### src/hdl/stl_pkg.sv
`timescale 1ns / 1ps
// ----------------------------------------------------------------------------
// stl_pkg
// Shared types, constants and the token class decoder of the token lexer.
// ----------------------------------------------------------------------------
package stl_pkg;

  // Buffer and counter limits
  localparam int MAX_TOKENS    = 1024;
  localparam int WORD_BUFFER   = 64;
  localparam int STRING_BUFFER = 256;
  localparam int TOK_W         = $clog2(MAX_TOKENS + 1);

  localparam logic [7:0]       WORD_LIMIT   = 8'(WORD_BUFFER - 1);
  localparam logic [7:0]       STRING_LIMIT = 8'(STRING_BUFFER - 1);
  localparam logic [TOK_W-1:0] TOK_MAX      = TOK_W'(MAX_TOKENS);
  localparam logic [15:0]      LOC_MAX      = 16'hFFFF;
  localparam logic [15:0]      LOC_FIRST    = 16'd1;

  // Special bytes
  localparam logic [7:0] CH_SEMI    = 8'h3B;
  localparam logic [7:0] CH_QUOTE   = 8'h22;
  localparam logic [7:0] CH_NEWLINE = 8'h0A;
  localparam logic [7:0] CH_PRN_LO  = 8'h21;
  localparam logic [7:0] CH_PRN_HI  = 8'h7E;

  // Result kinds
  localparam logic [1:0] KIND_CHAR   = 2'd0;
  localparam logic [1:0] KIND_FINISH = 2'd1;
  localparam logic [1:0] KIND_ERROR  = 2'd2;

  // Error codes
  localparam logic [2:0] ERR_NONE      = 3'd0;
  localparam logic [2:0] ERR_UNKNOWN   = 3'd1;
  localparam logic [2:0] ERR_TOO_LONG  = 3'd2;
  localparam logic [2:0] ERR_TOO_MANY  = 3'd3;
  localparam logic [2:0] ERR_UNTERM    = 3'd4;

  // Token classes
  localparam logic [3:0] CLS_KEYWORD  = 4'd0;
  localparam logic [3:0] CLS_TYPE     = 4'd1;
  localparam logic [3:0] CLS_VAR      = 4'd2;
  localparam logic [3:0] CLS_FUNCTION = 4'd3;
  localparam logic [3:0] CLS_BEGIN    = 4'd4;
  localparam logic [3:0] CLS_END      = 4'd5;
  localparam logic [3:0] CLS_SEP      = 4'd6;
  localparam logic [3:0] CLS_DISC     = 4'd7;
  localparam logic [3:0] CLS_ASSIGN   = 4'd8;
  localparam logic [3:0] CLS_PUT      = 4'd9;
  localparam logic [3:0] CLS_AT       = 4'd10;
  localparam logic [3:0] CLS_DEREF    = 4'd11;
  localparam logic [3:0] CLS_META     = 4'd12;
  localparam logic [3:0] CLS_NUMBER   = 4'd13;
  localparam logic [3:0] CLS_STRING   = 4'd14;
  localparam logic [3:0] CLS_UNKNOWN  = 4'd15;

  typedef enum logic [1:0] {
    MODE_IDLE,
    MODE_WORD,
    MODE_STRING,
    MODE_COMMENT
  } lex_mode_e;

  typedef struct packed {
    logic [7:0] source_byte;
    logic       end_of_stream;
  } stl_in_t;

  typedef struct packed {
    logic [1:0]  result_kind;
    logic [7:0]  char_byte;
    logic [3:0]  token_class;
    logic [15:0] line_number;
    logic [15:0] column_number;
    logic [7:0]  token_length;
    logic [9:0]  token_index;
    logic [2:0]  error_code;
  } stl_out_t;

  // Core status seen by the top level
  typedef struct packed {
    lex_mode_e          mode;
    logic [15:0]        line;
    logic [15:0]        column;
    logic [TOK_W-1:0]   tokens;
  } stl_stat_t;

  // Map the first character of a word to its class
  function automatic logic [3:0] stl_classify(input logic [7:0] c);
    logic [3:0] cls;
    cls = CLS_UNKNOWN;
    unique case (c)
      8'h5F: cls = CLS_KEYWORD;
      8'h3A: cls = CLS_TYPE;
      8'h24: cls = CLS_VAR;
      8'h40: cls = CLS_FUNCTION;
      8'h5B: cls = CLS_BEGIN;
      8'h5D: cls = CLS_END;
      8'h7C: cls = CLS_SEP;
      8'h21: cls = CLS_DISC;
      8'h3D: cls = CLS_ASSIGN;
      8'h2E: cls = CLS_PUT;
      8'h2C: cls = CLS_AT;
      8'h2A: cls = CLS_DEREF;
      8'h2F: cls = CLS_META;
      8'h30, 8'h31, 8'h32, 8'h33, 8'h34,
      8'h35, 8'h36, 8'h37, 8'h38, 8'h39: cls = CLS_NUMBER;
      default: cls = CLS_UNKNOWN;
    endcase
    return cls;
  endfunction

endpackage

### src/hdl/source_token_lexer_unit.sv
`timescale 1ns / 1ps
// ----------------------------------------------------------------------------
// source_token_lexer_unit
// Splits a byte stream into tokens and reports characters, finished tokens
// and errors.
// ----------------------------------------------------------------------------
// Usage:
//   Input channel in_valid_i / in_ready_o / in_req_i carries one source byte
//   per request, or an end-of-stream marker. Output channel out_valid_o /
//   out_ready_i / out_res_o carries at most one result per request.
//   Each request is processed in the cycle it is accepted; its result, if
//   any, appears on out_res_o in the next cycle from the result register.
//   Throughput is one request per cycle while the receiver keeps up.
//   Requests that give no result (comment bytes, spaces between tokens,
//   an opening quote) pass through without using the result register.
//   When the receiver stalls, the result register holds its value and
//   in_ready_o drops until the result is taken; in_ready_o rises again in
//   the same cycle that out_ready_i takes the result.
//   Reset clears the mode, counts and token counter and puts the location
//   at line 1, column 1; no result is pending after reset.
//   End of stream resets the location but keeps the token counter.
// ----------------------------------------------------------------------------
module source_token_lexer_unit import stl_pkg::*; (
  input  logic     clk_i,
  input  logic     rst_ni,
  input  logic     in_valid_i,
  output logic     in_ready_o,
  input  stl_in_t  in_req_i,
  output logic     out_valid_o,
  input  logic     out_ready_i,
  output stl_out_t out_res_o
);

  logic      accept;
  logic      core_valid;
  stl_out_t  core_res;
  stl_stat_t core_stat;

  // Accept a request when the result register has room
  assign accept = in_valid_i && in_ready_o;

  stl_core u_core (
    .clk_i      (clk_i),
    .rst_ni     (rst_ni),
    .step_i     (accept),
    .req_i      (in_req_i),
    .res_valid_o(core_valid),
    .res_o      (core_res),
    .stat_o     (core_stat)
  );

  stl_out_reg u_out_reg (
    .clk_i  (clk_i),
    .rst_ni (rst_ni),
    .load_i (accept && core_valid),
    .data_i (core_res),
    .ready_o(in_ready_o),
    .valid_o(out_valid_o),
    .ready_i(out_ready_i),
    .data_o (out_res_o)
  );

  // End of stream returns the lexer to idle at the first location
  assert property (@(posedge clk_i) disable iff (!rst_ni)
    accept && in_req_i.end_of_stream |=>
      core_stat.mode == MODE_IDLE && core_stat.line == LOC_FIRST &&
      core_stat.column == LOC_FIRST)
    else $error("lexer not reset by end of stream");

  // Token counter never passes its limit
  assert property (@(posedge clk_i) disable iff (!rst_ni)
    core_stat.tokens <= TOK_MAX)
    else $error("token counter beyond limit");

  // Counter moves only on an accepted request
  assert property (@(posedge clk_i) disable iff (!rst_ni)
    !accept |=> $stable(core_stat.tokens))
    else $error("token counter changed without a request");

  // A request with a result always shows up at the output
  assert property (@(posedge clk_i) disable iff (!rst_ni)
    accept && core_valid |=> out_valid_o)
    else $error("result lost");

endmodule

### src/hdl/stl_core.sv
`timescale 1ns / 1ps
// ----------------------------------------------------------------------------
// stl_core
// Lexer state registers and the single-pass step logic that turns one
// request into the next state and at most one result.
// ----------------------------------------------------------------------------
module stl_core import stl_pkg::*; (
  input  logic      clk_i,
  input  logic      rst_ni,
  input  logic      step_i,
  input  stl_in_t   req_i,
  output logic      res_valid_o,
  output stl_out_t  res_o,
  output stl_stat_t stat_o
);

  lex_mode_e        mode_q, mode_d;
  logic             skip_q, skip_d;
  logic [7:0]       first_q, first_d;
  logic [7:0]       count_q, count_d;
  logic [15:0]      line_q, line_d;
  logic [15:0]      col_q, col_d;
  logic [TOK_W-1:0] tokens_q, tokens_d;

  logic [7:0]  b;
  logic        eos;
  logic        is_print;
  logic        plain_mode;
  logic        open_cmt;
  logic        str_store;
  logic        str_close;
  logic        start_str;
  logic        word_store;
  logic        word_finish;
  logic        do_finish;
  logic        do_advance;
  logic [3:0]  fin_cls;
  logic        fin_full;
  logic        fin_ok;
  logic [7:0]  count_eff;
  logic [7:0]  limit;
  logic        store_ok;
  logic [15:0] line_adv;
  logic [15:0] col_adv;

  // Decode the request against the current mode
  assign b           = req_i.source_byte;
  assign eos         = req_i.end_of_stream;
  assign is_print    = (b >= CH_PRN_LO) && (b <= CH_PRN_HI);
  assign plain_mode  = (mode_q == MODE_IDLE) || (mode_q == MODE_WORD);
  assign open_cmt    = plain_mode && (b == CH_SEMI) && !skip_q;
  assign str_store   = (mode_q == MODE_STRING) && ((count_q == 8'd0) || (b != CH_QUOTE));
  assign str_close   = (mode_q == MODE_STRING) && !str_store;
  assign start_str   = plain_mode && !open_cmt && is_print &&
                       (mode_q == MODE_IDLE) && (b == CH_QUOTE);
  assign word_store  = plain_mode && !open_cmt && is_print && !start_str;
  assign word_finish = (mode_q == MODE_WORD) && !open_cmt && !is_print;
  assign do_advance  = str_close || (plain_mode && !open_cmt && !start_str);

  // Finish check: counter limit first, then unknown class
  assign fin_cls   = (mode_q == MODE_STRING) ? CLS_STRING : stl_classify(first_q);
  assign do_finish = eos ? (mode_q == MODE_WORD) : (str_close || word_finish);
  assign fin_full  = (tokens_q >= TOK_MAX);
  assign fin_ok    = !fin_full && (fin_cls != CLS_UNKNOWN);

  // Character store limit
  assign count_eff = (mode_q == MODE_IDLE) ? 8'd0 : count_q;
  assign limit     = (mode_q == MODE_STRING) ? STRING_LIMIT : WORD_LIMIT;
  assign store_ok  = count_eff < limit;

  // Location advance with saturation
  always_comb begin
    line_adv = line_q;
    col_adv  = col_q;
    if (b == CH_NEWLINE) begin
      if (line_q < LOC_MAX) line_adv = line_q + 16'd1;
      col_adv = LOC_FIRST;
    end else if (col_q < LOC_MAX) begin
      col_adv = col_q + 16'd1;
    end
  end

  // Next state
  always_comb begin
    mode_d   = mode_q;
    skip_d   = skip_q;
    first_d  = first_q;
    count_d  = count_q;
    line_d   = line_q;
    col_d    = col_q;
    tokens_d = tokens_q;
    if (do_finish && fin_ok) tokens_d = tokens_q + TOK_W'(1);
    if (eos) begin
      mode_d  = MODE_IDLE;
      skip_d  = 1'b0;
      first_d = 8'd0;
      count_d = 8'd0;
      line_d  = LOC_FIRST;
      col_d   = LOC_FIRST;
    end else begin
      unique case (mode_q)
        MODE_COMMENT: begin
          if (b == CH_SEMI) begin
            mode_d = (count_q != 8'd0) ? MODE_WORD : MODE_IDLE;
            skip_d = 1'b1;
          end
        end
        MODE_STRING: begin
          if (str_store) begin
            if (store_ok) count_d = count_q + 8'd1;
          end else begin
            mode_d  = MODE_IDLE;
            count_d = 8'd0;
            first_d = 8'd0;
          end
        end
        MODE_IDLE, MODE_WORD: begin
          if (open_cmt) begin
            mode_d = MODE_COMMENT;
          end else begin
            skip_d = 1'b0;
            if (is_print) begin
              if (mode_q == MODE_IDLE) begin
                first_d = b;
                mode_d  = start_str ? MODE_STRING : MODE_WORD;
              end
              count_d = count_eff;
              if (word_store && store_ok) count_d = count_eff + 8'd1;
            end else if (mode_q == MODE_WORD) begin
              mode_d  = MODE_IDLE;
              count_d = 8'd0;
              first_d = 8'd0;
            end
          end
        end
        default: mode_d = MODE_IDLE;
      endcase
      if (do_advance) begin
        line_d = line_adv;
        col_d  = col_adv;
      end
    end
  end

  // Result of this request
  always_comb begin
    res_valid_o = 1'b0;
    res_o       = '0;
    if (eos) begin
      if (mode_q == MODE_STRING || mode_q == MODE_COMMENT) begin
        res_valid_o         = 1'b1;
        res_o.result_kind   = KIND_ERROR;
        res_o.token_class   = CLS_UNKNOWN;
        res_o.line_number   = line_q;
        res_o.column_number = col_q;
        res_o.token_length  = count_q;
        res_o.token_index   = tokens_q[9:0];
        res_o.error_code    = ERR_UNTERM;
      end
    end else if (str_store || word_store) begin
      res_valid_o     = 1'b1;
      res_o.char_byte = b;
      if (store_ok) begin
        res_o.result_kind = KIND_CHAR;
      end else begin
        res_o.result_kind = KIND_ERROR;
        res_o.error_code  = ERR_TOO_LONG;
      end
    end
    if (do_finish) begin
      res_valid_o         = 1'b1;
      res_o.token_class   = fin_cls;
      res_o.line_number   = line_q;
      res_o.column_number = col_q;
      res_o.token_length  = count_q;
      res_o.token_index   = tokens_q[9:0];
      if (fin_full) begin
        res_o.result_kind = KIND_ERROR;
        res_o.error_code  = ERR_TOO_MANY;
      end else if (fin_cls == CLS_UNKNOWN) begin
        res_o.result_kind = KIND_ERROR;
        res_o.error_code  = ERR_UNKNOWN;
      end else begin
        res_o.result_kind = KIND_FINISH;
        res_o.error_code  = ERR_NONE;
      end
    end
  end

  // Update state on each accepted request
  always_ff @(posedge clk_i or negedge rst_ni) begin
    if (!rst_ni) begin
      mode_q   <= MODE_IDLE;
      skip_q   <= 1'b0;
      first_q  <= 8'd0;
      count_q  <= 8'd0;
      line_q   <= LOC_FIRST;
      col_q    <= LOC_FIRST;
      tokens_q <= '0;
    end else if (step_i) begin
      mode_q   <= mode_d;
      skip_q   <= skip_d;
      first_q  <= first_d;
      count_q  <= count_d;
      line_q   <= line_d;
      col_q    <= col_d;
      tokens_q <= tokens_d;
    end
  end

  assign stat_o.mode   = mode_q;
  assign stat_o.line   = line_q;
  assign stat_o.column = col_q;
  assign stat_o.tokens = tokens_q;

endmodule

### src/hdl/stl_out_reg.sv
`timescale 1ns / 1ps
// ----------------------------------------------------------------------------
// stl_out_reg
// Result register: holds one result until the receiver takes it and
// reloads in the same cycle the old one leaves.
// ----------------------------------------------------------------------------
module stl_out_reg import stl_pkg::*; (
  input  logic     clk_i,
  input  logic     rst_ni,
  input  logic     load_i,
  input  stl_out_t data_i,
  output logic     ready_o,
  output logic     valid_o,
  input  logic     ready_i,
  output stl_out_t data_o
);

  logic     valid_q, valid_d;
  stl_out_t data_q;

  // Free when empty or being drained this cycle
  assign ready_o = !valid_q || ready_i;

  always_comb begin
    valid_d = valid_q;
    if (load_i) begin
      valid_d = 1'b1;
    end else if (ready_i) begin
      valid_d = 1'b0;
    end
  end

  always_ff @(posedge clk_i or negedge rst_ni) begin
    if (!rst_ni) begin
      valid_q <= 1'b0;
    end else begin
      valid_q <= valid_d;
    end
  end

  // Payload needs no reset
  always_ff @(posedge clk_i) begin
    if (load_i) begin
      data_q <= data_i;
    end
  end

  assign valid_o = valid_q;
  assign data_o  = data_q;

endmodule
### config.mk
export PLATFORM = sky130hd
export DESIGN_NAME = source_token_lexer_unit
export DESIGN_NICKNAME = d
export VERILOG_FILES = /design/src/hdl/stl_pkg.sv /design/src/hdl/source_token_lexer_unit.sv /design/src/hdl/stl_core.sv /design/src/hdl/stl_out_reg.sv
export SDC_FILE = /design/constraint.sdc
export NUM_CORES = 1
export LEC_CHECK = 0
export BUFFER_PORTS_ARGS = -buffer_cell sky130_fd_sc_hd__buf_2
export CAP_MARGIN = 20
export CELL_PAD_IN_SITES_DETAIL_PLACEMENT = 0
export CELL_PAD_IN_SITES_GLOBAL_PLACEMENT = 1
export CORE_MARGIN = 2
export CORE_UTILIZATION = 46
export DETAILED_ROUTE_END_ITERATION = 7
export PLACE_DENSITY_LB_ADDON = 0.15
export RECOVER_POWER = 100
export SLEW_MARGIN = 20
export SYNTH_ARGS = -nofsm -noshare
export SYNTH_HDL_FRONTEND = slang
export SYNTH_HIERARCHICAL = 1
export SYNTH_SLANG_ARGS = --single-unit
export TNS_END_PERCENT = 5
### constraint.sdc
create_clock -name clk_i -period 4.79 [get_ports clk_i]
set_clock_uncertainty 0.05 [all_clocks]
set_input_delay 0 -clock clk_i [delete_from_list [all_inputs] [get_ports clk_i]]
set_output_delay 0 -clock clk_i [all_outputs]
set_load 0.05 [all_outputs]
# --- Word level (Yosys, flattened, before mapping) ---
# Cells that the tools add are included.
classes:
  addsub: 5
  n_eq_ne: 40
  order_cmp: 6
  bitwise: 1
  muxes: 62
  reduce_logical: 52
ops:
  columns: ["op", "n"]
  rows:
  - ["8-bit by 6-bit == test with 1-bit output (second input constant)", 20]
  - ["16-bit 2-to-1 mux", 8]
  - ["57-bit 2-to-1 mux", 2]
  - ["8-bit 2-to-1 mux", 14]
  - ["4-bit case mux with 14 select lines", 1]
  - ["54-bit 2-to-1 mux", 1]
  - ["8-bit by 7-bit == test with 1-bit output (second input constant)", 5]
  - ["16-bit by 1-bit adder with 16-bit output (second input constant)", 2]
  - ["16-bit < comparator (second input constant)", 2]
  - ["8-bit case mux with 2 select lines", 2]
  - ["2-bit 2-to-1 mux", 15]
  - ["1-bit logical AND", 18]
  - ["8-bit by 1-bit adder with 8-bit output (second input constant)", 2]
  - ["1-bit 2-to-1 mux", 12]
  - ["4-bit inequality test (second input constant)", 3]
  - ["11-bit by 1-bit adder with 11-bit output (second input constant)", 1]
  - ["11-bit >= comparator (second input constant)", 1]
  - ["10-bit 2-to-1 mux", 1]
  - ["5-bit AND reduction", 2]
  - ["10-bit OR reduction", 1]
  - ["3-bit 2-to-1 mux", 3]
  - ["3-bit nonzero test", 3]
  - ["8-bit by 4-bit == test with 1-bit output (second input constant)", 1]
  - ["8-bit by 6-bit >= comparator with 1-bit output (second input constant)", 1]
  - ["26 further kinds", 45]
word_totals:
  input_bits: 13
  out_inout_bits: 69
  elab_cells: 182
  register_bits: 130

# --- Longest topological paths before layout ---
# Gate-level depths: netlist of the first run.
logic_depth:
  ltp_word: 17
  ltp_mapped: 11
  mapped_depth_nobuf: 9

# --- Modules after synthesis ---
# Netlist of the first run, hierarchy kept.
by_module_without_submodules:
  columns: ["module", "cells_each", "seq_area_each_um2", "instances", "area_each_um2"]
  rows:
  - ["stl_core", 583, 1554.0, 1, 4760.8]
  - ["stl_out_reg", 70, 2037.0, 1, 2059.5]
  - ["source_token_lexer_unit", 2, 0.0, 1, 12.5]

# --- Worst setup path after synthesis of the first run ---
# No wires, ideal clock.
synth_path:
  path_type: "register to register"
  from: "register u_core.count_q[4]"
  to: "register u_out_reg.data_q (netlist bit u_out_reg/data_o[0]) (enable)"
  path_stages_with_launch: 9
  required_time_ns: 4.307
  period_less_slack_ns: 3.875
  setup_time_ns: 0.433
  slack_ns: 0.915
  arrival_ns: 3.392
  cell_sequence: "dfrtp_1 -> buf_2 -> nor4_1 -> and3_1 -> clkbuf_1 -> o21a_1 -> clkbuf_1 -> a211o_1 -> and3_1"
synth_via:
  elab_chain_cells: 9
synth_lines:
  columns: ["item", "line_no", "text"]
  rows:
  - ["start, declared", "stl_core.sv:20", "logic [7:0] count_q, count_d;"]
  - ["start signal, assigned", "stl_core.sv:204", "count_q <= count_d;"]
  - ["8-bit zero test (*)", "stl_core.sv:52", "assign str_store = (mode_q == MODE_STRING) && ((count_q == 8'd0) || (b != CH_QUOTE));"]
  - ["1-bit logical OR (*)", "stl_core.sv:52", null]
  - ["1-bit logical AND (*)", "stl_core.sv:52", null]
  - ["1-bit zero test", "stl_core.sv:53", "assign str_close = (mode_q == MODE_STRING) && !str_store;"]
  - ["1-bit logical AND", "stl_core.sv:53", null]
  - ["1-bit logical OR", "stl_core.sv:62", "assign do_finish = eos ? (mode_q == MODE_WORD) : (str_close || word_finish);"]
  - ["1-bit 2-to-1 mux", "stl_core.sv:62", null]
  - ["1-bit 2-to-1 mux (*)", "stl_core.sv:170", "if (do_finish) begin"]
  - ["via core_valid", "source_token_lexer_unit.sv:35", "logic core_valid;"]
  - ["1-bit logical AND (*)", "source_token_lexer_unit.sv:55", ".load_i (accept && core_valid),"]
  - ["end signal, assigned", "stl_out_reg.sv:44", "data_q <= data_i;"]
  - ["end, declared", "stl_out_reg.sv:19", "stl_out_t data_q;"]
# The timed path passes the listed nets; every way through them passes the cells marked *.
# A chain may end at the register's enable or synchronous reset.

# --- Final worst setup path of the first run ---
layout_path:
  from: "input in_req_i[3] (netlist bit)"
  to: "register u_core.col_q[10]"
layout_via:
  elab_chain_cells: 13
layout_lines:
  columns: ["item", "line_no", "text"]
  rows:
  - ["start, declared", "source_token_lexer_unit.sv:28", "input stl_in_t in_req_i,"]
  - ["parallel branches: the longest is 13 deep, another holds 8-bit by 6-bit >= comparator with 1-bit output", null, null]
  - ["end signal, assigned", "stl_core.sv:206", "col_q <= col_d;"]
  - ["end, declared", "stl_core.sv:22", "logic [15:0] col_q, col_d;"]
# Parallel ways; which one is timed is not known. The select of a mux whose other input is x is not followed.

==> results of run 1 <==
[cell type report]
type	count	area, µm²
Multi-Input combinational cell	470	2990
Timing Repair Buffer	98	472
Inverter	23	86.3
Sequential cell	130	3590
Clock buffer	22	454
Fill cell	1318	6560
Tap cell	184	230
Clock inverter	10	156
[layer usage]
layer	GRT usage, %	up-vias	part of all wire (%)
met4	6.53	0	1.1
met2	33.0	188	45
met5	0	-	0
met1	31.9	2695	48
met3	4.21	17	5.4
li1	-	2615	-
[worst reg2reg max path: stages, from the launching register on]
cell and delay, ns:
dfrtp_1 0.76, nor2_1 0.29, nor2_1 0.22, ha_1 0.22, nand3_1 0.15, o41ai_1 0.44, clkbuf_1 0.34, o211ai_1 0.16
o211ai_1 0.33, clkbuf_1 0.35, nor3_1 0.11, o32a_1 0.17
[registers in the layout (all words and copies together) (netlist names)]
name / count
u_core/first_q: 8
u_out_reg/valid_o: 1
u_core/skip_q: 1
u_core/mode_q: 2
u_core/col_q: 16
u_out_reg/data_o: 67
u_core/line_q: 16
u_core/tokens_q: 11
u_core/count_q: 8
[power by group]
| group | switching (µW) | total (µW) | internal (µW) |
|---|---|---|---|
| registers | 86.6 | 1360 | 1270 |
| logic | 368 | 492 | 125 |
| clock network | 462 | 1340 | 883 |
| total | 916 | 3200 | 2280 |
[final timing paths]
kind	from	end	slack, ns	cells past startpoint
worst max register to register	u_core/mode_q[1]	u_core/count_q[3]	1.07	11
max in group asynchronous	rst_ni	u_core/col_q[4]	3.85	3
min in group asynchronous	rst_ni	u_core/first_q[0]	0.27	3
worst max-delay path	in_req_i[3]	u_core/col_q[10]	1.06	8
worst min-delay path	in_req_i[0]	u_core/line_q[2]	0.05	4
worst min register to register	u_core/tokens_q[8]	u_core/tokens_q[8]	0.45	1
[what timing repair did]
action / in CTS / in global routing
hold endpoints to repair: 75 / 0
hold buffers: 10 / 0
gates resized for setup: 0 / 0
buffers inserted: 0 / 0
[cell families (layout without fill, tap and decap cells)]
logic type | count (synthesis) | after routing
xor+xnor | 17 | 17
simple gates | 294 | 294
flops | 130 | 130
compound gates | 139 | 139
buf+inv | 55 | 153
mux | 11 | 11
fa+ha+maj | 9 | 9
[placed cells by master (no fill, tap or decap), types with 6 or more instances in the layout]
cell type / instances
nor2b_1: 18
buf_2: 11
nor2_1: 38
a21oi_1: 37
nand2b_1: 6
nor4_1: 14
inv_1: 22
or4_1: 9
edfxtp_1: 67
or3_1: 21
and2_1: 23
mux2i_1: 8
o21ai_0: 30
nand2_1: 40
clkbuf_16: 17
nor3_1: 20
and2_0: 34
dlygate4sd3_1: 10
nand3_1: 25
nand4_1: 13
o211ai_1: 6
ha_1: 9
a31oi_1: 9
dfrtp_1: 61
and3_1: 6
clkbuf_1: 77
o31ai_1: 14
and4_1: 7
xor2_1: 16
[per-stage QoR]
stage          cell area [µm²]  total power (µW)  instances
6_report                  7980              3200        937
5_1_grt                   7980              3320        937
4_1_cts                   8110              3240        936
3_5_place_dp              7390              1880        894
3_3_place_gp              7390              1870        894
2_1_floorplan             6830              1730        655
==> results.sh, run 1 <==
export IMPL_status="finished with violations"
export IMPL_violations="max-capacitance violations, max-slew violations"
export IMPL_fin_crit_ns=3.73
export IMPL_synth_cell_types=77
export IMPL_synth_top_area_share_pct=29.4
export IMPL_p_leak_uw=0.00303
export IMPL_irDropWorstVdd_mv=0.260
export IMPL_synth_area_mux_share_pct=1.67
export IMPL_cts_max_level=4
export IMPL_endpoint_kind="flop"
export IMPL_crit_top_cell="nor4_1"
export IMPL_cts_tree="yes"
export IMPL_nets=762
export IMPL_clk_pin_slew_ns=0.06
export IMPL_core_um2=14500
export IMPL_grt_pass1_vias=5285
export IMPL_yosysTopAreaCell="edfxtp_1"
export IMPL_yosysWarnings=6
export IMPL_setup_viol=0
export IMPL_die_h_um=126
export IMPL_ys_async_sr_fraction_pct=48.5
export IMPL_synthXorXnorAreaFrac_pct=2.18
export IMPL_drtAntennaViolNets=0
export IMPL_crit_buf_inv=2
export IMPL_p_per_area_nw_per_um2=401
export IMPL_dieArea_um2=15800
export IMPL_rsz0062_at_grt="false"
export IMPL_num_rows=44
export IMPL_required_ns=5.01
export IMPL_worstMarginPinSlew_ns=1.75
export IMPL_synth_compound_area_share_pct=13.9
export IMPL_crit_path_cell_trace="dlygate4sd3_1 > clkbuf_1 > or3_1 > nor4_1 > nor4_1 > o21ai_2 > o21ai_0 > o41ai_1"
export IMPL_synth_top_family_by_area="simple AND/OR/NAND/NOR gates"
export IMPL_start_util_pct=47.0
export IMPL_track_usage_pct=21.7
export IMPL_critPathLaunchType="input pin"
export IMPL_crit_slowest_cell="nor4_1"
export IMPL_ys_ff_latch=130
export IMPL_grt_max_degree=64
export IMPL_diodes=0
export IMPL_synth_flop_cell="edfxtp_1"
export IMPL_synthesis_nets=677
export IMPL_synth_edf_count=67
export IMPL_drv_slew=9
export IMPL_ios=82
export IMPL_path_class="in2reg"
export IMPL_syn_instance_count=655
export IMPL_synthAdderAreaFrac_pct=1.65
export IMPL_antenna_found_initial=0
export IMPL_routedWlPerCell_um=18.3
export IMPL_timing_fmax_mhz=268
export IMPL_whs_ns=0.0504
export IMPL_yosys_top_cells_count="edfxtp_1 (67), dfrtp_1 (61), and2_1 (57)"
export IMPL_clk_latency_ns=0.41
export IMPL_grt_first_pass_wirelength_um=27500
export IMPL_synthSimpleGateAreaFrac_pct=24.8
export IMPL_drv_cap=1
export IMPL_numCtsBuffers=17
export IMPL_cp_arrival_ns=3.95
export IMPL_drive_gt1_share_pct=8.37
export IMPL_dr_first_iter_drc_count=502
export IMPL_ys_seq_area_share_pct=52.6
export IMPL_root_buffer="clkbuf_16"
export IMPL_clk_path_buf_depth=2
export IMPL_die_w_um=126
export IMPL_fin_util_pct=54.9
export IMPL_gp_congestion=0.966
export IMPL_path_delay_family="simple AND/OR/NAND/NOR gates"
export IMPL_max_stage_delay_ns=1.08
export IMPL_fin_crit_sh_pct=77.9
export IMPL_via_count=5515
export IMPL_finalWirelength_um=17100
export IMPL_hp_class="in2reg"
export IMPL_avgSynthCellArea_um2=10.4
export IMPL_layout_setup_ws_ns=1.06
export IMPL_synthTopCellsByArea="edfxtp_1 (29%), dfrtp_1 (22%), and2_1 (5.2%)"
export IMPL_dpl_hpwl_um=11200
export IMPL_tns_ns=0
export IMPL_finalHoldViolCount=0
export IMPL_dp_slack_ns=1.29
export IMPL_via_per_inst=5.89
export IMPL_port_buffers=81
export IMPL_synthToLayoutAreaGrowth_pct=16.7
export IMPL_relSlewSlack_pct=-18.2
export IMPL_synth_area_um2=6830
export IMPL_drcViolationCount=0
export IMPL_yosysMostFrequentCell="edfxtp_1"
export IMPL_cts_sinks=130
export IMPL_crit_path_max_fanout=28
export IMPL_drtPass1Iterations=6
export IMPL_gr_total_overflow=0
(Power assumes the default switching activity.)
==> run 2: changes to the inputs <==
--- a/config.mk
+++ b/config.mk
@@ -10,7 +10,7 @@
 export CELL_PAD_IN_SITES_DETAIL_PLACEMENT = 0
 export CELL_PAD_IN_SITES_GLOBAL_PLACEMENT = 1
 export CORE_MARGIN = 2
-export CORE_UTILIZATION = 46
+export CORE_UTILIZATION = 42
 export DETAILED_ROUTE_END_ITERATION = 7
 export PLACE_DENSITY_LB_ADDON = 0.15
 export RECOVER_POWER = 100
==> constraint.sdc (replaced) <==
create_clock -name clk_i -period 3.01 [get_ports clk_i]
set_clock_uncertainty 0.05 [all_clocks]
set_input_delay 0 -clock clk_i [delete_from_list [all_inputs] [get_ports clk_i]]
set_output_delay 0 -clock clk_i [all_outputs]
set_load 0.05 [all_outputs]
==> results.sh, run 2 (synthesis gave the netlist of run 1 again) <==
export IMPL_status="finished with violations"
export IMPL_violations="max-capacitance violations, max-slew violations"
export IMPL_rsz0062_at_grt="false"
export IMPL_whs_ns=0.0342
export IMPL_drtPass1Iterations=5
export IMPL_timing_fmax_mhz=348
export IMPL_drv_cap=1
export IMPL_worstMarginPinSlew_ns=1.81
export IMPL_p_per_area_nw_per_um2=604
export IMPL_antenna_found_initial=1
export IMPL_die_h_um=132
export IMPL_multi_input_area_um2=3010
export IMPL_die_w_um=132
export IMPL_port_buffers=81
export IMPL_start_util_pct=43.0
export IMPL_setup_viol=0
export IMPL_synthToLayoutAreaGrowth_pct=19.9
export IMPL_final_cells=997
export IMPL_numCtsBuffers=17
export IMPL_crit_buf_inv=3
export IMPL_cts_tree="yes"
export IMPL_largest_reg_flops=67
export IMPL_path_delay_family="simple AND/OR/NAND/NOR gates"
export IMPL_drv_slew=31
export IMPL_finalWirelength_um=17000
export IMPL_crit_slowest_cell="or3_1"
export IMPL_gp_congestion=0.865
export IMPL_p_leak_uw=0.00315
export IMPL_cp_arrival_ns=2.98
export IMPL_hp_class="in2reg"
export IMPL_cts_max_level=4
export IMPL_fin_crit_ns=2.88
export IMPL_post_cts_buffers=0
export IMPL_tns_ns=0
export IMPL_nets=789
export IMPL_dpl_hpwl_um=11700
export IMPL_dp_slack_ns=0.259
export IMPL_path_class="in2reg"
export IMPL_crit_path_max_fanout=9
export IMPL_layout_commonest_cell="clkbuf_1"
export IMPL_cts_sinks=130
export IMPL_post_place_cells=954
export IMPL_gr_total_overflow=0
export IMPL_seq_area_um2=3590
export IMPL_grt_max_degree=51
export IMPL_drcViolationCount=0
export IMPL_root_buffer="clkbuf_16"
export IMPL_routedWlPerCell_um=17.0
export IMPL_clk_latency_ns=0.42
export IMPL_crit_path_cell_trace="dlygate4sd3_1 > clkbuf_1 > or3_1 > or3_1 > o21a_1 > clkbuf_2 > a31oi_1 > nor2b_1 > or3_1"
export IMPL_dr_first_iter_drc_count=439
export IMPL_clk_pin_slew_ns=0.05
export IMPL_endpoint_kind="flop"
export IMPL_grt_pass1_vias=5352
export IMPL_dieArea_um2=17300
export IMPL_required_ns=3.12
export IMPL_layout_setup_ws_ns=0.135
export IMPL_core_um2=15900
export IMPL_fin_util_pct=51.6
export IMPL_irDropWorstVdd_mv=0.416
export IMPL_critPathLaunchType="input pin"
export IMPL_num_rows=46
export IMPL_drive_gt1_share_pct=11.8
export IMPL_fillers=1502
export IMPL_relSlewSlack_pct=-20.6
export IMPL_max_stage_delay_ns=0.56
export IMPL_finalHoldViolCount=0
export IMPL_ios=82
export IMPL_via_count=5576
export IMPL_drtAntennaViolNets=0
export IMPL_crit_top_cell="or3_1"
export IMPL_clk_path_buf_depth=2
export IMPL_final_cell_mix="clkbuf_1 (77), edfxtp_1 (67), dfrtp_1 (61)"
export IMPL_via_per_inst=5.59
export IMPL_grt_first_pass_wirelength_um=27800
export IMPL_fin_crit_sh_pct=95.5
export IMPL_track_usage_pct=20.1
run 2: cell count changes in the layout (fill, tap and decap cells not counted), sizes merged:
| cell | previous run | this run |
|---|---|---|
| clkbuf | 95 | 99 |
| inv | 23 | 24 |
| diode | 0 | 1 |
| clkinv | 5 | 10 |
| buf | 15 | 34 |
| bufinv | 4 | 2 |
run 2: power breakdown:
| group | leakage (µW) | switching, µW | internal (µW) | total, µW |
|---|---|---|---|---|
| logic | 0.00139 | 603 | 228 | 830 |
| registers | 0.00148 | 123 | 2030 | 2150 |
| clock network | 0.000277 | 758 | 1210 | 1970 |
| total | 0.00315 | 1480 | 3470 | 4950 |
run 2: cell type report:
type | count | area share, %
sequential | 130 | 43.8
multi-input combinational | 470 | 36.8
timing repair buffer | 125 | 8.08
clock buffer | 18 | 5.24
tap | 216 | 3.30
clock inverter | 14 | 1.68
inverter | 23 | 1.05
antenna | 1 | 0.0305
run 2: what timing repair did:
action / in CTS / in global routing
endpoints found under the hold margin: 43 / 0
hold buffers: 10 / 0
gates resized for setup: 0 / 1
endpoints found under the setup margin: 0 / 1
run 2: worst min-delay path: stages:
cell,delay (ns)
buf_2,0.09
and2_1,0.26
a21oi_1,0.11
run 2: final timing paths:
check                      depth (start not counted)                   end               start  slack [ns]
max in group asynchronous                          3    u_core/tokens_q[1]              rst_ni        0.63
min                                                3         u_core/skip_q          in_valid_i        0.03
min in group asynchronous                          2     u_core/line_q[13]              rst_ni        0.55
min reg2reg                                        1    u_core/tokens_q[6]  u_core/tokens_q[6]        0.44
max                                                9  u_out_reg/data_o[66]         in_req_i[3]        0.13
max reg2reg                                       11     u_core/count_q[0]    u_core/mode_q[1]        0.25
run 2: metal layers:
layer  vias up  share of wire (%)  global-route usage, %
met1      2716                 47                   27.6
met4         0                2.3                   8.03
met3        31                5.9                   5.67
li1       2672                  -                      -
met2       157                 45                   30.1
met5         -                  0                      0
run 2: through the flow:
stage | power, µW | cell area (µm²)
global placement | 3030 | 7670
detailed placement | 3040 | 7670
floorplan | 2750 | 6840
global route | 5180 | 8190
CTS | 5040 | 8340
finish | 4950 | 8190
==> run 3: changes to the inputs <==
--- a/config.mk
+++ b/config.mk
@@ -5,12 +5,13 @@
 export SDC_FILE = /design/constraint.sdc
 export NUM_CORES = 1
 export LEC_CHECK = 0
+export ABC_AREA = 1
 export BUFFER_PORTS_ARGS = -buffer_cell sky130_fd_sc_hd__buf_2
 export CAP_MARGIN = 20
 export CELL_PAD_IN_SITES_DETAIL_PLACEMENT = 0
 export CELL_PAD_IN_SITES_GLOBAL_PLACEMENT = 1
 export CORE_MARGIN = 2
-export CORE_UTILIZATION = 42
+export CORE_UTILIZATION = 40
 export DETAILED_ROUTE_END_ITERATION = 7
 export PLACE_DENSITY_LB_ADDON = 0.15
 export RECOVER_POWER = 100
==> results.sh, run 3 <==
export IMPL_status="finished with violations"
export IMPL_violations="design-rule violations, max-capacitance violations, max-slew violations"
export IMPL_via_count=5967
export IMPL_ios=82
export IMPL_synth_compound_area_share_pct=6.94
export IMPL_yosysWarnings=6
export IMPL_grt_first_pass_wirelength_um=29900
export IMPL_yosys_top_cells_count="nand2_1 (196), nor2_1 (138), inv_1 (103)"
export IMPL_root_buffer="clkbuf_16"
export IMPL_dpl_hpwl_um=12600
export IMPL_routedWlPerCell_um=14.5
export IMPL_clk_latency_ns=0.42
export IMPL_diodes=0
export IMPL_port_buffers=81
export IMPL_synthXorXnorAreaFrac_pct=5.20
export IMPL_final_cell_mix="nand2_1 (198), nor2_1 (138), inv_1 (106)"
export IMPL_synthSimpleGateAreaFrac_pct=29.2
export IMPL_setup_viol=0
export IMPL_gp_congestion=0.858
export IMPL_core_um2=18100
export IMPL_post_cts_buffers=0
export IMPL_worstMarginPinSlew_ns=1.70
export IMPL_worstHoldPathCells=4
export IMPL_layout_commonest_cell="nand2_1"
export IMPL_via_per_inst=4.88
export IMPL_drtPass1Iterations=7
export IMPL_dr_first_iter_drc_count=434
export IMPL_cp_arrival_ns=2.75
export IMPL_fin_util_pct=47.2
export IMPL_yosysMostFrequentCell="nand2_1"
export IMPL_relSlewSlack_pct=-13.6
export IMPL_ys_seq_area_share_pct=48.5
export IMPL_antenna_found_initial=0
export IMPL_cts_sinks=130
export IMPL_finalWirelength_um=17800
export IMPL_synth_area_um2=7410
export IMPL_num_rows=49
export IMPL_cts_tree="yes"
export IMPL_total_power_uw=4860
export IMPL_synthesis_nets=904
export IMPL_synth_area_mux_share_pct=0
export IMPL_syn_instance_count=882
export IMPL_synth_top_area_share_pct=27.2
export IMPL_clk_pin_slew_ns=0.06
export IMPL_synthAdderAreaFrac_pct=1.52
export IMPL_rr_startpoint="u_core/mode_q[1]"
export IMPL_drv_cap=1
export IMPL_start_util_pct=41.0
export IMPL_holdPathEnd="u_core/col_q[12]"
export IMPL_numCtsBuffers=17
export IMPL_finalHoldViolCount=0
export IMPL_synth_cell_types=43
export IMPL_synth_edf_count=67
export IMPL_hp_class="in2reg"
export IMPL_reg2reg_slack_ns=0.29
export IMPL_drv_slew=64
export IMPL_tns_ns=0
export IMPL_hold_start="in_req_i[0]"
export IMPL_yosysTopAreaCell="edfxtp_1"
export IMPL_cts_max_level=4
export IMPL_fin_crit_ns=2.72
export IMPL_synth_flop_cell="edfxtp_1"
export IMPL_drive_gt1_share_pct=11.5
export IMPL_grt_max_degree=64
export IMPL_crit_path_max_fanout=16
export IMPL_p_per_area_nw_per_um2=569
export IMPL_gr_total_overflow=0
export IMPL_rsz0062_at_grt="false"
export IMPL_largest_reg_flops=67
export IMPL_reg2regPathDepth=11
export IMPL_critPathLaunchType="flop"
export IMPL_ys_ff_latch=130
export IMPL_drtAntennaViolNets=0
export IMPL_drcViolationCount=9
export IMPL_r2r_end="u_out_reg/data_o[58]"
export IMPL_track_usage_pct=19.1
export IMPL_synthTopCellsByArea="edfxtp_1 (27%), dfrtp_1 (21%), nand2_1 (9.9%)"
export IMPL_dieArea_um2=19600
export IMPL_synthToLayoutAreaGrowth_pct=15.3
export IMPL_path_class="reg2reg"
export IMPL_die_h_um=140
export IMPL_fin_crit_sh_pct=90.4
export IMPL_synth_top_family_by_area="simple AND/OR/NAND/NOR gates"
export IMPL_grt_pass1_vias=5816
export IMPL_avgSynthCellArea_um2=8.40
export IMPL_die_w_um=140
export IMPL_timing_fmax_mhz=368
export IMPL_ys_async_sr_fraction_pct=48.5
export IMPL_nets=1002
export IMPL_irDropWorstVdd_mv=0.403
export IMPL_required_ns=3.04
export IMPL_endpoint_kind="flop"
export IMPL_clk_path_buf_depth=2
export IMPL_p_leak_uw=0.00360
==> run 3: metal layers <==
layer  track usage, %  wire, µm
met5                0         0
met4             6.11       205
met3             3.76       937
met2             29.3      7800
met1             27.3      8800
==> run 3: report_power, final <==
| group | switching (µW) | internal, µW |
|---|---|---|
| Sequential | 61.3 | 1990 |
| Clock | 796 | 1260 |
| Combinational | 596 | 161 |
==> run 3: worst max-delay path, stage by stage, from the launching register on <==
cell and delay [ns]:
dfrtp_1 0.47, clkinv_2 0.28, nand3_2 0.19, nand2_2 0.11
nor2_4 0.21, nand3_1 0.10, nand2_1 0.07, inv_1 0.15
nand2_1 0.13, inv_1 0.05, nor2_2 0.16, clkbuf_2 0.39
==> run 3: through the flow <==
stage          worst slack [ns]  cell area [µm²]  hold WS [ns]  std cells
4_1_cts                   0.325             8720         0.142       1222
5_1_grt                  0.0236             8540         0.190       1222
2_1_floorplan           0.00631             7410        -0.346        882
3_3_place_gp              0.362             8040         0.218       1180
3_5_place_dp              0.339             8040         0.205       1180
6_report                  0.290             8540         0.135       1222
==> run 3: cells by family (layout without fill, tap and decap cells) <==
group,after synthesis,in the layout
flops,130,130
fa+ha+maj,9,9
buf+inv,146,257
simple gates,474,474
xor+xnor,44,44
compound gates,79,79
==> run 3: final cells by class <==
cell class	count	area, µm²
fillers	1827	9550
flip-flops and latches	130	3590
multi-input cells	606	3100
repair buffers	105	518
inverters	120	454
clock buffers	19	453
well taps	229	287
clock inverters	13	133
==> run 3: worst max path at each step <==
stage,from,end,depth (start not counted)
floorplan,u_core/count_q[0],u_out_reg/data_o[0],12
global placement,u_core/mode_q[1],u_core/count_q[4],14
detailed placement,u_core/mode_q[1],u_core/count_q[4],14
CTS,u_core/mode_q[1],u_core/count_q[4],14
global route,u_core/mode_q[1],u_core/count_q[1],15
finish,u_core/mode_q[1],u_out_reg/data_o[58],11
==> run 3: timing repair <==
action | 4_1_cts | 5_1_grt
hold buffers | 10 | 0
gates resized for setup | 0 | 0
endpoints found under the setup margin | 0 | 0
endpoints found under the hold margin | 77 | 0
